===== config.mk =====
export PLATFORM = sky130hd
export DESIGN_NAME = linked_list_queue_manager_flat
export DESIGN_NICKNAME = d
export VERILOG_FILES = /design/src/hdl/llq_pkg.sv /design/src/hdl/llq_if.sv /design/src/hdl/linked_list_queue_manager.sv /design/src/hdl/llq_link_ram.sv /design/src/hdl/llq_ctrl.sv /design/src/flat_wrapper.sv
export SDC_FILE = /design/constraint.sdc
export NUM_CORES = 1
export LEC_CHECK = 0
export ABC_AREA = 1
export BUFFER_PORTS_ARGS = -buffer_cell sky130_fd_sc_hd__buf_2
export CAP_MARGIN = 10
export CORE_MARGIN = 2
export CORE_UTILIZATION = 50
export DETAILED_ROUTE_END_ITERATION = 10
export PLACE_DENSITY = 0.64
export SLEW_MARGIN = 10
export SYNTH_ARGS = -nofsm -noshare
export SYNTH_HDL_FRONTEND = slang
export SYNTH_HIERARCHICAL = 1
export SYNTH_SLANG_ARGS = --single-unit

===== constraint.sdc =====
create_clock -name clock -period 13 [get_ports clock]
set_clock_uncertainty 0.15 [all_clocks]
set_input_delay 1.3 -clock clock [delete_from_list [all_inputs] [get_ports clock]]
set_output_delay 1.3 -clock clock [all_outputs]
set_load 0.02 [all_outputs]

===== src/hdl/llq_pkg.sv =====
package llq_pkg;

   localparam int SlotsDefault = 64;
   localparam int KindWidth    = 3;
   localparam int SlotIdWidth  = 6;
   localparam int StatusWidth  = 2;

   localparam logic [KindWidth-1:0] KIND_PUSH_HEAD    = 3'd0;
   localparam logic [KindWidth-1:0] KIND_PUSH_TAIL    = 3'd1;
   localparam logic [KindWidth-1:0] KIND_POP_HEAD     = 3'd2;
   localparam logic [KindWidth-1:0] KIND_INSERT_AFTER = 3'd3;
   localparam logic [KindWidth-1:0] KIND_REMOVE_AFTER = 3'd4;
   localparam logic [KindWidth-1:0] KIND_REMOVE       = 3'd5;

   localparam logic [StatusWidth-1:0] STATUS_DONE      = 2'd0;
   localparam logic [StatusWidth-1:0] STATUS_NOP       = 2'd1;
   localparam logic [StatusWidth-1:0] STATUS_NOT_FOUND = 2'd2;

   typedef struct packed {
      logic [KindWidth-1:0]   kind;
      logic [SlotIdWidth-1:0] slot_id;
      logic [SlotIdWidth-1:0] anchor_id;
      logic                   anchor_valid;
   } req_type;

   typedef struct packed {
      logic [StatusWidth-1:0] status;
      logic [SlotIdWidth-1:0] out_id;
      logic                   out_valid;
      logic                   is_empty;
      logic [SlotIdWidth-1:0] head_id;
      logic [SlotIdWidth-1:0] tail_id;
   } rsp_type;

endpackage


===== src/hdl/llq_if.sv =====
interface llq_req_if;
   logic             valid;
   logic             ready;
   llq_pkg::req_type data;

   modport source (output valid, output data, input ready);
   modport sink (input valid, input data, output ready);
endinterface

interface llq_rsp_if;
   logic             valid;
   logic             ready;
   llq_pkg::rsp_type data;

   modport source (output valid, output data, input ready);
   modport sink (input valid, input data, output ready);
endinterface


===== src/hdl/linked_list_queue_manager.sv =====
// Single queue of slot ids kept as a singly linked list: the next pointer of
// every slot lives in a one-port-read, one-port-write link memory of SLOTS
// entries with registered read data, head and tail sit in flip-flops. One
// request is worked at a time; a request beat is taken while the previous
// result beat still waits in the output register. Each request goes from the
// execute state to the output state; push tail onto a non-empty queue, pop,
// insert after, remove after and remove by id pass through states between the
// two that read and write the link memory, and remove by id walks at most SLOTS
// links from the head. The output state holds while the previous result beat
// is not yet taken, and the next request beat can be taken once the result
// register loads. Pushing or inserting a slot that is already queued
// corrupts the list, and anchoring on a slot whose link was never written
// is not supported.
module linked_list_queue_manager #(
   parameter int SLOTS = llq_pkg::SlotsDefault
) (
   input logic       clock,
   input logic       reset,
   llq_req_if.sink   req_bus,
   llq_rsp_if.source rsp_bus
);
   import llq_pkg::*;

   localparam int IdWidth = $clog2(SLOTS);

   logic               mem_wr_en;
   logic [IdWidth-1:0] mem_wr_addr;
   logic [IdWidth:0]   mem_wr_data;
   logic               mem_rd_en;
   logic [IdWidth-1:0] mem_rd_addr;
   logic [IdWidth:0]   mem_rd_data;

   llq_ctrl #(
      .SLOTS (SLOTS)
   ) u_ctrl (
      .clock       (clock),
      .reset       (reset),
      .req_bus     (req_bus),
      .rsp_bus     (rsp_bus),
      .mem_wr_en   (mem_wr_en),
      .mem_wr_addr (mem_wr_addr),
      .mem_wr_data (mem_wr_data),
      .mem_rd_en   (mem_rd_en),
      .mem_rd_addr (mem_rd_addr),
      .mem_rd_data (mem_rd_data)
   );

   llq_link_ram #(
      .SLOTS (SLOTS)
   ) u_link_ram (
      .clock   (clock),
      .wr_en   (mem_wr_en),
      .wr_addr (mem_wr_addr),
      .wr_data (mem_wr_data),
      .rd_en   (mem_rd_en),
      .rd_addr (mem_rd_addr),
      .rd_data (mem_rd_data)
   );

   // an empty queue reports null head and tail
   a_empty_null: assert property (@(posedge clock) disable iff (reset)
      rsp_bus.valid && rsp_bus.data.is_empty |->
         rsp_bus.data.head_id == '0 && rsp_bus.data.tail_id == '0)
      else $error("empty queue with non-null head or tail");

   // a slot comes out only on a completed request
   a_taken_done: assert property (@(posedge clock) disable iff (reset)
      rsp_bus.valid && rsp_bus.data.out_valid |-> rsp_bus.data.status == STATUS_DONE)
      else $error("slot returned without done status");

   // one request at a time
   a_busy_after_accept: assert property (@(posedge clock) disable iff (reset)
      req_bus.valid && req_bus.ready |=> !req_bus.ready)
      else $error("request taken while previous one in flight");
endmodule


===== src/hdl/llq_link_ram.sv =====
module llq_link_ram #(
   parameter int SLOTS = llq_pkg::SlotsDefault
) (
   input  logic                       clock,
   input  logic                       wr_en,
   input  logic [$clog2(SLOTS)-1:0]   wr_addr,
   input  logic [$clog2(SLOTS):0]     wr_data,
   input  logic                       rd_en,
   input  logic [$clog2(SLOTS)-1:0]   rd_addr,
   output logic [$clog2(SLOTS):0]     rd_data
);
   localparam int IdWidth   = $clog2(SLOTS);
   localparam int LinkWidth = IdWidth + 1;

   logic [LinkWidth-1:0] mem [SLOTS];
   logic [LinkWidth-1:0] rd_data_ff;

   always_ff @(posedge clock) begin
      if (wr_en) begin
         mem[wr_addr] <= wr_data;
      end
   end

   always_ff @(posedge clock) begin
      if (rd_en) begin
         rd_data_ff <= mem[rd_addr];
      end
   end

   assign rd_data = rd_data_ff;
endmodule


===== src/hdl/llq_ctrl.sv =====
module llq_ctrl #(
   parameter int SLOTS = llq_pkg::SlotsDefault
) (
   input  logic                       clock,
   input  logic                       reset,
   llq_req_if.sink                    req_bus,
   llq_rsp_if.source                  rsp_bus,
   output logic                       mem_wr_en,
   output logic [$clog2(SLOTS)-1:0]   mem_wr_addr,
   output logic [$clog2(SLOTS):0]     mem_wr_data,
   output logic                       mem_rd_en,
   output logic [$clog2(SLOTS)-1:0]   mem_rd_addr,
   input  logic [$clog2(SLOTS):0]     mem_rd_data
);
   import llq_pkg::*;

   localparam int IdWidth   = $clog2(SLOTS);
   localparam int LinkWidth = IdWidth + 1;
   localparam int ExtWidth  = IdWidth + SlotIdWidth;

   localparam logic [3:0] ST_IDLE      = 4'd0;
   localparam logic [3:0] ST_EXEC      = 4'd1;
   localparam logic [3:0] ST_PUSH_TAIL = 4'd2;
   localparam logic [3:0] ST_POP       = 4'd3;
   localparam logic [3:0] ST_INS_1     = 4'd4;
   localparam logic [3:0] ST_INS_2     = 4'd5;
   localparam logic [3:0] ST_RA_1      = 4'd6;
   localparam logic [3:0] ST_RA_2      = 4'd7;
   localparam logic [3:0] ST_RA_3      = 4'd8;
   localparam logic [3:0] ST_WALK_RD   = 4'd9;
   localparam logic [3:0] ST_WALK_CHK  = 4'd10;
   localparam logic [3:0] ST_WALK_CLR  = 4'd11;
   localparam logic [3:0] ST_OUT       = 4'd12;

   localparam logic [LinkWidth-1:0] LINK_NULL = '0;

   logic [3:0]             state_ff, state_in;
   logic [KindWidth-1:0]   kind_ff, kind_in;
   logic [IdWidth-1:0]     sid_ff, sid_in;
   logic [IdWidth-1:0]     aid_ff, aid_in;
   logic                   s_ok_ff, s_ok_in;
   logic                   a_ok_ff, a_ok_in;
   logic                   av_ff, av_in;
   logic [LinkWidth-1:0]   head_ff, head_in;
   logic [LinkWidth-1:0]   tail_ff, tail_in;
   logic [LinkWidth-1:0]   prev_ff, prev_in;
   logic [LinkWidth-1:0]   cur_ff, cur_in;
   logic [IdWidth:0]       cnt_ff, cnt_in;
   logic [StatusWidth-1:0] status_ff, status_in;
   logic [LinkWidth-1:0]   taken_ff, taken_in;
   logic                   rsp_valid_ff, rsp_valid_in;
   rsp_type                rsp_data_ff, rsp_data_in;

   logic [ExtWidth-1:0]    sid_ext;
   logic [ExtWidth-1:0]    aid_ext;
   logic [LinkWidth-1:0]   s_link;
   logic [LinkWidth-1:0]   a_link;
   logic [LinkWidth-1:0]   nx_link;
   logic [LinkWidth-1:0]   walk_head;
   logic [LinkWidth-1:0]   walk_tail;
   logic                   accept;

   assign sid_ext = {{IdWidth{1'b0}}, req_bus.data.slot_id};
   assign aid_ext = {{IdWidth{1'b0}}, req_bus.data.anchor_id};
   assign s_link  = {1'b1, sid_ff};
   assign a_link  = {1'b1, aid_ff};
   assign nx_link = mem_rd_data[IdWidth] ? mem_rd_data : LINK_NULL;
   assign accept  = req_bus.valid && req_bus.ready;

   assign req_bus.ready = (state_ff == ST_IDLE);
   assign rsp_bus.valid = rsp_valid_ff;
   assign rsp_bus.data  = rsp_data_ff;

   // head and tail after unlinking the found slot during a walk
   always_comb begin
      walk_head = prev_ff[IdWidth] ? head_ff : nx_link;
      walk_tail = (tail_ff == cur_ff) ? prev_ff : tail_ff;
      if (!walk_head[IdWidth]) begin
         walk_head = LINK_NULL;
         walk_tail = LINK_NULL;
      end
   end

   always_comb begin
      state_in     = state_ff;
      kind_in      = kind_ff;
      sid_in       = sid_ff;
      aid_in       = aid_ff;
      s_ok_in      = s_ok_ff;
      a_ok_in      = a_ok_ff;
      av_in        = av_ff;
      head_in      = head_ff;
      tail_in      = tail_ff;
      prev_in      = prev_ff;
      cur_in       = cur_ff;
      cnt_in       = cnt_ff;
      status_in    = status_ff;
      taken_in     = taken_ff;
      rsp_valid_in = rsp_valid_ff && !rsp_bus.ready;
      rsp_data_in  = rsp_data_ff;
      mem_wr_en    = 1'b0;
      mem_wr_addr  = sid_ff;
      mem_wr_data  = LINK_NULL;
      mem_rd_en    = 1'b0;
      mem_rd_addr  = aid_ff;

      unique case (state_ff)
         ST_IDLE: begin
            if (accept) begin
               kind_in   = req_bus.data.kind;
               sid_in    = sid_ext[IdWidth-1:0];
               aid_in    = aid_ext[IdWidth-1:0];
               s_ok_in   = sid_ext < ExtWidth'(SLOTS);
               a_ok_in   = req_bus.data.anchor_valid && (aid_ext < ExtWidth'(SLOTS));
               av_in     = req_bus.data.anchor_valid;
               status_in = STATUS_NOP;
               taken_in  = LINK_NULL;
               state_in  = ST_EXEC;
            end
         end
         ST_EXEC: begin
            state_in = ST_OUT;
            case (kind_ff)
               KIND_PUSH_HEAD: begin
                  if (s_ok_ff) begin
                     mem_wr_en   = 1'b1;
                     mem_wr_addr = sid_ff;
                     mem_wr_data = head_ff;
                     head_in     = s_link;
                     if (!tail_ff[IdWidth]) begin
                        tail_in = s_link;
                     end
                     status_in = STATUS_DONE;
                  end
               end
               KIND_PUSH_TAIL: begin
                  if (s_ok_ff) begin
                     mem_wr_en   = 1'b1;
                     mem_wr_addr = sid_ff;
                     mem_wr_data = LINK_NULL;
                     status_in   = STATUS_DONE;
                     if (!head_ff[IdWidth]) begin
                        head_in = s_link;
                        tail_in = s_link;
                     end else begin
                        state_in = ST_PUSH_TAIL;
                     end
                  end
               end
               KIND_POP_HEAD, KIND_REMOVE_AFTER: begin
                  if (kind_ff == KIND_REMOVE_AFTER && av_ff) begin
                     if (a_ok_ff) begin
                        mem_rd_en   = 1'b1;
                        mem_rd_addr = aid_ff;
                        state_in    = ST_RA_1;
                     end
                  end else if (head_ff[IdWidth]) begin
                     mem_rd_en   = 1'b1;
                     mem_rd_addr = head_ff[IdWidth-1:0];
                     cur_in      = head_ff;
                     state_in    = ST_POP;
                  end
               end
               KIND_INSERT_AFTER: begin
                  if (s_ok_ff && a_ok_ff) begin
                     mem_rd_en   = 1'b1;
                     mem_rd_addr = aid_ff;
                     state_in    = ST_INS_1;
                  end
               end
               KIND_REMOVE: begin
                  if (s_ok_ff) begin
                     status_in = STATUS_NOT_FOUND;
                     prev_in   = LINK_NULL;
                     cur_in    = head_ff;
                     cnt_in    = '0;
                     state_in  = ST_WALK_RD;
                  end
               end
               default: begin
                  state_in = ST_OUT;
               end
            endcase
         end
         ST_PUSH_TAIL: begin
            mem_wr_en   = tail_ff[IdWidth];
            mem_wr_addr = tail_ff[IdWidth-1:0];
            mem_wr_data = s_link;
            tail_in     = s_link;
            state_in    = ST_OUT;
         end
         ST_POP: begin
            head_in = nx_link;
            if (!nx_link[IdWidth]) begin
               tail_in = LINK_NULL;
            end
            mem_wr_en   = 1'b1;
            mem_wr_addr = cur_ff[IdWidth-1:0];
            mem_wr_data = LINK_NULL;
            taken_in    = cur_ff;
            status_in   = STATUS_DONE;
            state_in    = ST_OUT;
         end
         ST_INS_1: begin
            mem_wr_en   = 1'b1;
            mem_wr_addr = sid_ff;
            mem_wr_data = mem_rd_data;
            state_in    = ST_INS_2;
         end
         ST_INS_2: begin
            mem_wr_en   = 1'b1;
            mem_wr_addr = aid_ff;
            mem_wr_data = s_link;
            if (tail_ff == a_link) begin
               tail_in = s_link;
            end
            status_in = STATUS_DONE;
            state_in  = ST_OUT;
         end
         ST_RA_1: begin
            if (mem_rd_data[IdWidth]) begin
               cur_in      = mem_rd_data;
               mem_rd_en   = 1'b1;
               mem_rd_addr = mem_rd_data[IdWidth-1:0];
               state_in    = ST_RA_2;
            end else begin
               state_in = ST_OUT;
            end
         end
         ST_RA_2: begin
            mem_wr_en   = 1'b1;
            mem_wr_addr = aid_ff;
            mem_wr_data = mem_rd_data;
            if (tail_ff == cur_ff) begin
               tail_in = a_link;
            end
            state_in = ST_RA_3;
         end
         ST_RA_3: begin
            mem_wr_en   = 1'b1;
            mem_wr_addr = cur_ff[IdWidth-1:0];
            mem_wr_data = LINK_NULL;
            taken_in    = cur_ff;
            status_in   = STATUS_DONE;
            state_in    = ST_OUT;
         end
         ST_WALK_RD: begin
            if (cnt_ff < (IdWidth + 1)'(SLOTS) && cur_ff[IdWidth]) begin
               mem_rd_en   = 1'b1;
               mem_rd_addr = cur_ff[IdWidth-1:0];
               state_in    = ST_WALK_CHK;
            end else begin
               state_in = ST_OUT;
            end
         end
         ST_WALK_CHK: begin
            if (cur_ff == s_link) begin
               mem_wr_en   = prev_ff[IdWidth];
               mem_wr_addr = prev_ff[IdWidth-1:0];
               mem_wr_data = nx_link;
               head_in     = walk_head;
               tail_in     = walk_tail;
               taken_in    = cur_ff;
               status_in   = STATUS_DONE;
               state_in    = ST_WALK_CLR;
            end else begin
               prev_in  = cur_ff;
               cur_in   = mem_rd_data;
               cnt_in   = cnt_ff + 1'b1;
               state_in = ST_WALK_RD;
            end
         end
         ST_WALK_CLR: begin
            mem_wr_en   = 1'b1;
            mem_wr_addr = cur_ff[IdWidth-1:0];
            mem_wr_data = LINK_NULL;
            state_in    = ST_OUT;
         end
         ST_OUT: begin
            if (!rsp_valid_ff || rsp_bus.ready) begin
               rsp_valid_in          = 1'b1;
               rsp_data_in.status    = status_ff;
               rsp_data_in.out_id    = SlotIdWidth'(taken_ff[IdWidth-1:0]);
               rsp_data_in.out_valid = taken_ff[IdWidth];
               rsp_data_in.is_empty  = !head_ff[IdWidth];
               rsp_data_in.head_id   = SlotIdWidth'(head_ff[IdWidth-1:0]);
               rsp_data_in.tail_id   = SlotIdWidth'(tail_ff[IdWidth-1:0]);
               state_in              = ST_IDLE;
            end
         end
         default: begin
            state_in = ST_IDLE;
         end
      endcase
   end

   always_ff @(posedge clock) begin
      if (reset) begin
         state_ff     <= ST_IDLE;
         head_ff      <= LINK_NULL;
         tail_ff      <= LINK_NULL;
         rsp_valid_ff <= 1'b0;
      end else begin
         state_ff     <= state_in;
         head_ff      <= head_in;
         tail_ff      <= tail_in;
         rsp_valid_ff <= rsp_valid_in;
      end
   end

   always_ff @(posedge clock) begin
      kind_ff     <= kind_in;
      sid_ff      <= sid_in;
      aid_ff      <= aid_in;
      s_ok_ff     <= s_ok_in;
      a_ok_ff     <= a_ok_in;
      av_ff       <= av_in;
      prev_ff     <= prev_in;
      cur_ff      <= cur_in;
      cnt_ff      <= cnt_in;
      status_ff   <= status_in;
      taken_ff    <= taken_in;
      rsp_data_ff <= rsp_data_in;
   end
endmodule


===== src/flat_wrapper.sv =====
// flat-port wrapper written by rule: the top's interface ports become plain ports
module linked_list_queue_manager_flat import llq_pkg::*;
#(
   parameter int SLOTS = llq_pkg::SlotsDefault
)
  (clock, reset, req_bus_valid, req_bus_data, req_bus_ready, rsp_bus_valid, rsp_bus_data, rsp_bus_ready);
  llq_req_if req_bus_i ();
  llq_rsp_if rsp_bus_i ();
  input logic clock;
  input logic reset;
  input wire logic [$bits(req_bus_i.valid)-1:0] req_bus_valid;
  input wire logic [$bits(req_bus_i.data)-1:0] req_bus_data;
  output wire logic [$bits(req_bus_i.ready)-1:0] req_bus_ready;
  output wire logic [$bits(rsp_bus_i.valid)-1:0] rsp_bus_valid;
  output wire logic [$bits(rsp_bus_i.data)-1:0] rsp_bus_data;
  input wire logic [$bits(rsp_bus_i.ready)-1:0] rsp_bus_ready;
  assign req_bus_i.valid = req_bus_valid;
  assign req_bus_i.data = req_bus_data;
  assign req_bus_ready = req_bus_i.ready;
  assign rsp_bus_valid = rsp_bus_i.valid;
  assign rsp_bus_data = rsp_bus_i.data;
  assign rsp_bus_i.ready = rsp_bus_ready;
  linked_list_queue_manager #(.SLOTS(SLOTS)) u_core (.clock(clock), .reset(reset), .req_bus(req_bus_i), .rsp_bus(rsp_bus_i));
endmodule

# ---- Word level (Yosys, flattened, before mapping)
# Memory sizes are Yosys's and may differ from the RTL's. A register that Yosys moved wholly into a read port is not among the register bits.
# Cells that the tools add are included.
dict set report classes {
  n_addsub 1
  order_cmp 3
  n_eq_ne 43
  mux 85
  n_reduce_logical 39
}
# op count
set op_table {}
lappend op_table {{$mux 7} 29}
lappend op_table {{$pmux 7 s2} 5}
lappend op_table {{$pmux 7 s3} 3}
lappend op_table {{$mux 6} 8}
lappend op_table {{$pmux 7 s6} 1}
lappend op_table {{$mux 4} 9}
lappend op_table {{$pmux 4 s9} 1}
lappend op_table {{$ne 3x3->1 const B} 11}
lappend op_table {{$pmux 7 s4} 1}
lappend op_table {{$pmux 6 s4} 1}
lappend op_table {{$eq 7x7->1} 3}
lappend op_table {{$eq 4x4->1 const B} 5}
lappend op_table {{$ne 2x2->1 const B} 9}
lappend op_table {{$pmux 6 s3} 1}
lappend op_table {{$eq 4x3->1 const B} 4}
lappend op_table {{$pmux 4 s4} 1}
lappend op_table {{$lt 6x7->1 const B} 2}
lappend op_table {{$reduce_and 7->1} 2}
lappend op_table {{$mux 1} 13}
lappend op_table {{$reduce_or 2->1} 6}
lappend op_table {{$reduce_and 11->1} 1}
lappend op_table {{$mux 2} 5}
lappend op_table {{$reduce_and 10->1} 1}
lappend op_table {{$reduce_bool 3->1} 3}
lappend op_table {{32 further kinds} 46}
dict set report totals {
  register_bits 89
  mem_bits_rw 448
  inputBits 20
  output_inout_bits 24
  wordCells 195
  n_memories 1
}
# name words word_bits read_ports rd_clocked_by_memory_dff wr line
set mem_list {}
lappend mem_list {u_core.u_link_ram.mem 64 7 1 1 1 llq_link_ram.sv:15} ;# logic [LinkWidth-1:0] mem [SLOTS];

# ---- Logic depth before layout (Yosys ltp)
dict set report logic_depth {
  ltp_word 6
  depth_mapped 21
  depth_no_buf 18
}

# ---- By module
# The synthesis kept the hierarchy.
# module instances cells_each area_each_um2
set by_module_without_submodules {}
lappend by_module_without_submodules {llq_link_ram 1 1607 18661.6}
lappend by_module_without_submodules {llq_ctrl 1 581 4719.5}

# ---- Worst setup path after synthesis
# OpenSTA, ideal clock, no wires.
dict set report synth_path {
  path_kind {register to register}
  from {register u_core.u_ctrl.state_ff[0]}
  to {memory u_core/u_link_ram/mem[0][6] (netlist name), data pin}
  setup_ns 1.009
  arrival_ns 4.942
  setup_slack_ns 6.900
  path_stages_with_launch 5
  period_less_slack_ns 6.100
  path_cell_list {dfxtp_1 nand2_1 inv_1 nand2_1 o311ai_0}
}
dict set report synth_between {
  elab_chain_cells 3
  elab_cells_between_ends 9
}
# item line
set synth_rtl {}
lappend synth_rtl {{from (decl)} llq_ctrl.sv:37} ;# logic [3:0] state_ff, state_in;
lappend synth_rtl {{from (signal assigned)} llq_ctrl.sv:304} ;# state_ff <= state_in;
lappend synth_rtl {{$eq 4x3->1 / $eq 4x2->1 (equally long branches)} llq_ctrl.sv:107} ;# unique case (state_ff)
lappend synth_rtl {{$reduce_or 2->1 (no source line)} --}
lappend synth_rtl {{$pmux 7 s4 (*)} llq_ctrl.sv:107}
lappend synth_rtl {{net u_core.mem_wr_data[6]} linked_list_queue_manager.sv:28} ;# logic [IdWidth:0] mem_wr_data;
lappend synth_rtl {{to (decl)} llq_link_ram.sv:15}
# The timed path passes the listed nets; every way through them passes the cells marked *.

# ---- Worst setup path in the final report
dict set report layout_path {
  from {register u_core.u_ctrl.state_ff[2]}
  to {register u_core.u_link_ram.rd_data_ff[6] (netlist: u_core/u_link_ram/rd_data[6]) (read register of u_core.u_link_ram.mem), data pin}
}
dict set report layout_between {
  elab_chain_cells 2
  elab_cells_between_ends 5
}
# item line
set layout_rtl {}
lappend layout_rtl {{$eq 4x4->1 (tied with other cells)} llq_ctrl.sv:107}
lappend layout_rtl {{$pmux 6 s3 (*)} llq_ctrl.sv:107}
lappend layout_rtl {{net u_core.mem_rd_addr[0]} linked_list_queue_manager.sv:30} ;# logic [IdWidth-1:0] mem_rd_addr;
lappend layout_rtl {{to (decl)} llq_link_ram.sv:16} ;# logic [LinkWidth-1:0] rd_data_ff;
# Marks and branches as above.
# A chain may end at the register's enable or synchronous reset.

==> reports/results.ini <==
[run_status]
status=completed

[clocking]
clock-sinks=542
post_cts_resized=0
cts_hold_buffers=0
post-cts-setup-buffer-count=0
cts_tree=done
root_buffer=clkbuf_16
cts_buffers=56
worstSkewPairLatency_ps=620
max-clock-path-buffers=3
cts_max_level=2
cts.clk_slew.worst_paths_ps=60

[synth]
synthTopCellsByArea=edfxtp_1 67%, nand2_1 12%, nand3_1 8.8%, nor2_1 2.2%, inv_1 1.7%
syn_avg_cell_area_sq_um=10.7
syn_inst=2188
ys_seq_area_share_pct=68.8
yosysWarningCount=6
ys_seq_elements=542
ys.flop_type=edfxtp_1
async_reset_ff_share_pct=0
synthTopCellsByCount=740 x nand2_1, 523 x edfxtp_1, 409 x nand3_1, 134 x nor2_1, 106 x inv_1
netlist_area_sq_mm=0.0234
synth_edf_count=523
ys_types=42
synth_nets=2209
yosys.area.top_type=edfxtp_1
yosysMostFrequentCell=nand2_1
synth_top_area_share_pct=67.2

[grt]
grt_pass1_wl_um=92900
grt_use_total_pct=25.6
grt_pass1_vias=15600
grt_overflow=0
grt_antenna_before_repair=0
grt_max_degree=226

[setup_path]
critical_path_required_ps=13340
startpoint_type=register
cpMostUsedCell=nand2_1
max_stage_delay_ps=900
endpoint_kind=register
crit_path_cell_trace=inv_2, nor2_1, nand2_1, inv_1, a21oi_1, nor3_2, o2111ai_4, buf_12, inv_6, buf_4, nand2_1, nand3_1, nand3_1, nand2_1, nand2_1, nand3_1, nand3_1, nand2_1
path_buf_inv=5
cp.arrival_ps=5840
critPathMaxFanout=225
critPathKind=register to register
cpMaxStageDelayCell=buf_4
crit_family=buffers and inverters

[timing]
whs_ps=261
worst_pin_slew_ps=1190
period_needed_ps=5500
max_slew_margin_pct=20.2
report.final.slew_viol_count=0
rsz0062_at_grt=no
timing.final.crit_share_pct=42.3
tns_ps=0
setup_viol=0
hold_viol=0
fmax_mhz=182

[cells_and_area]
drive_gt1_share_pct=7.87
syn2layout_area_growth_pct=10.8
nFillCells=3931
regArea_sq_mm=0.0161
nets=2225
n_antenna_cell=0
multi_input_area_sq_mm=0.00644

[routing]
dr_total_vias=16300
drtIter0Drc=1912
postRouteAntennaNets=0
drt-total-wl_um=61700
firstDrtPassIters=6
wl_per_cell_um=21.6
vias_per_cell=5.71
drcViolationCount=0

[power_and_ir_drop]
irDropWorstVdd_uv=174
p_per_area_mw_per_mm2=238
p_leak_nw=9.74

[floorplanning]
start_util_pct=50.4
core-area_sq_mm=0.0464
die_w_um=220
die_area_sq_mm=0.0485
io_pins=44
rows=79
dieHeight_um=220

[run]
drv_cap=0

[min_path]
hold_path.class=register to register

[placed_design]
portBuffers=43
dp_hpwl_um=37100
gp_congestion=0.986

-- area by class of cell --
| type | instances | area share, % |
|---|---|---|
| Timing Repair Buffer | 63 | 1.46 |
| Tap cell | 607 | 2.93 |
| Multi-Input combinational cell | 1425 | 24.9 |
| Inverter | 116 | 1.72 |
| Clock inverter | 25 | 1.00 |
| Clock buffer | 77 | 5.95 |
| Sequential cell | 542 | 62.1 |
-- cells in the final DEF, fill, tap and decap left out, types with 16 or more instances in the layout --
cell and count:
clkbuf_16 57, nor3_1 19, a21oi_1 30, buf_2 43
clkbuf_1 16, nor2_1 134, nand2_1 740, o21ai_0 20
buf_4 19, inv_1 106, dfxtp_1 19, nand3_1 409
edfxtp_1 523
-- flip-flops by register name, summed over array words and instances (netlist names) --
name,cells
u_core/u_link_ram/rd_data,7
u_core/u_ctrl/taken_ff,7
u_core/u_ctrl/cnt_ff,7
u_core/u_ctrl/cur_ff,7
u_core/u_ctrl/a_ok_ff,1
u_core/u_ctrl/rsp_bus.valid,1
u_core/u_ctrl/aid_ff,6
u_core/u_ctrl/state_ff,4
u_core/u_ctrl/kind_ff,3
u_core/u_ctrl/head_ff,7
u_core/u_link_ram/mem,448
u_core/u_ctrl/tail_ff,7
u_core/u_ctrl/sid_ff,6
u_core/u_ctrl/rsp_bus.data,22
u_core/u_ctrl/status_ff,2
u_core/u_ctrl/prev_ff,7
-- through the flow --
step,worst slack [ps],total power (W),cells,util (%),instance area [sq um]
finish,7500,0.00616,2855,55.9,25900
detailed placement,7540,0.00460,2753,52.0,24100
CTS,7520,0.00617,2855,55.9,25900
global route,7050,0.00649,2855,55.9,25900
floorplan,6900,0.00391,2188,-,23400
global placement,7690,0.00457,2753,52.0,24100
-- routing by layer --
| metal | vias to the layer above | wire, um | global-route usage [%] |
|---|---|---|---|
| li1 | 7593 | - | - |
| met1 | 7881 | 25400 | 33.6 |
| met2 | 659 | 29800 | 42.6 |
| met3 | 158 | 4120 | 4.16 |
| met4 | 0 | 2410 | 10.6 |
| met5 | - | 0 | 0 |
-- worst register-to-register path, stage by stage, from the launching register on --
cell and delay [ps]:
dfxtp_1 390, inv_2 90, nor2_1 320, nand2_1 150, inv_1 210, a21oi_1 80
nor3_2 650, o2111ai_4 180, buf_12 340, inv_6 840, buf_4 990, nand2_1 200
nand3_1 140, nand3_1 120, nand2_1 90, nand2_1 60, nand3_1 80, nand3_1 160
nand2_1 130
-- power breakdown --
part           switching [W]  internal [W]
Sequential          0.000108       0.00219
Combinational        0.00169      0.000592
Clock               0.000665      0.000909
Total                0.00247       0.00369
-- kinds of logic after synthesis --
kind of cell / after synthesis / synth area share (%)
DFF: 542 / 68.8
buffers and inverters: 221 / 4.45
AOI/OAI and AO/OA: 105 / 2.89
xor gates and xnor gates: 6 / 0.225
and+or+nand+nor: 1313 / 23.6
adders and majority gates: 1 / 0.0535
-- path summary, 6_finish.rpt --
check                             from                              to  slack, ps  depth (start not counted)
max          u_core/u_ctrl/state_ff[2]    u_core/u_link_ram/rd_data[6]       7500                         18
min          u_core/u_ctrl/taken_ff[6]  u_core/u_ctrl/rsp_bus.data[13]        260                          0
max reg2reg  u_core/u_ctrl/state_ff[2]    u_core/u_link_ram/rd_data[6]       7500                         18
min reg2reg  u_core/u_ctrl/taken_ff[6]  u_core/u_ctrl/rsp_bus.data[13]        260                          0
Note: power is estimated with default switching activity, not from simulation.
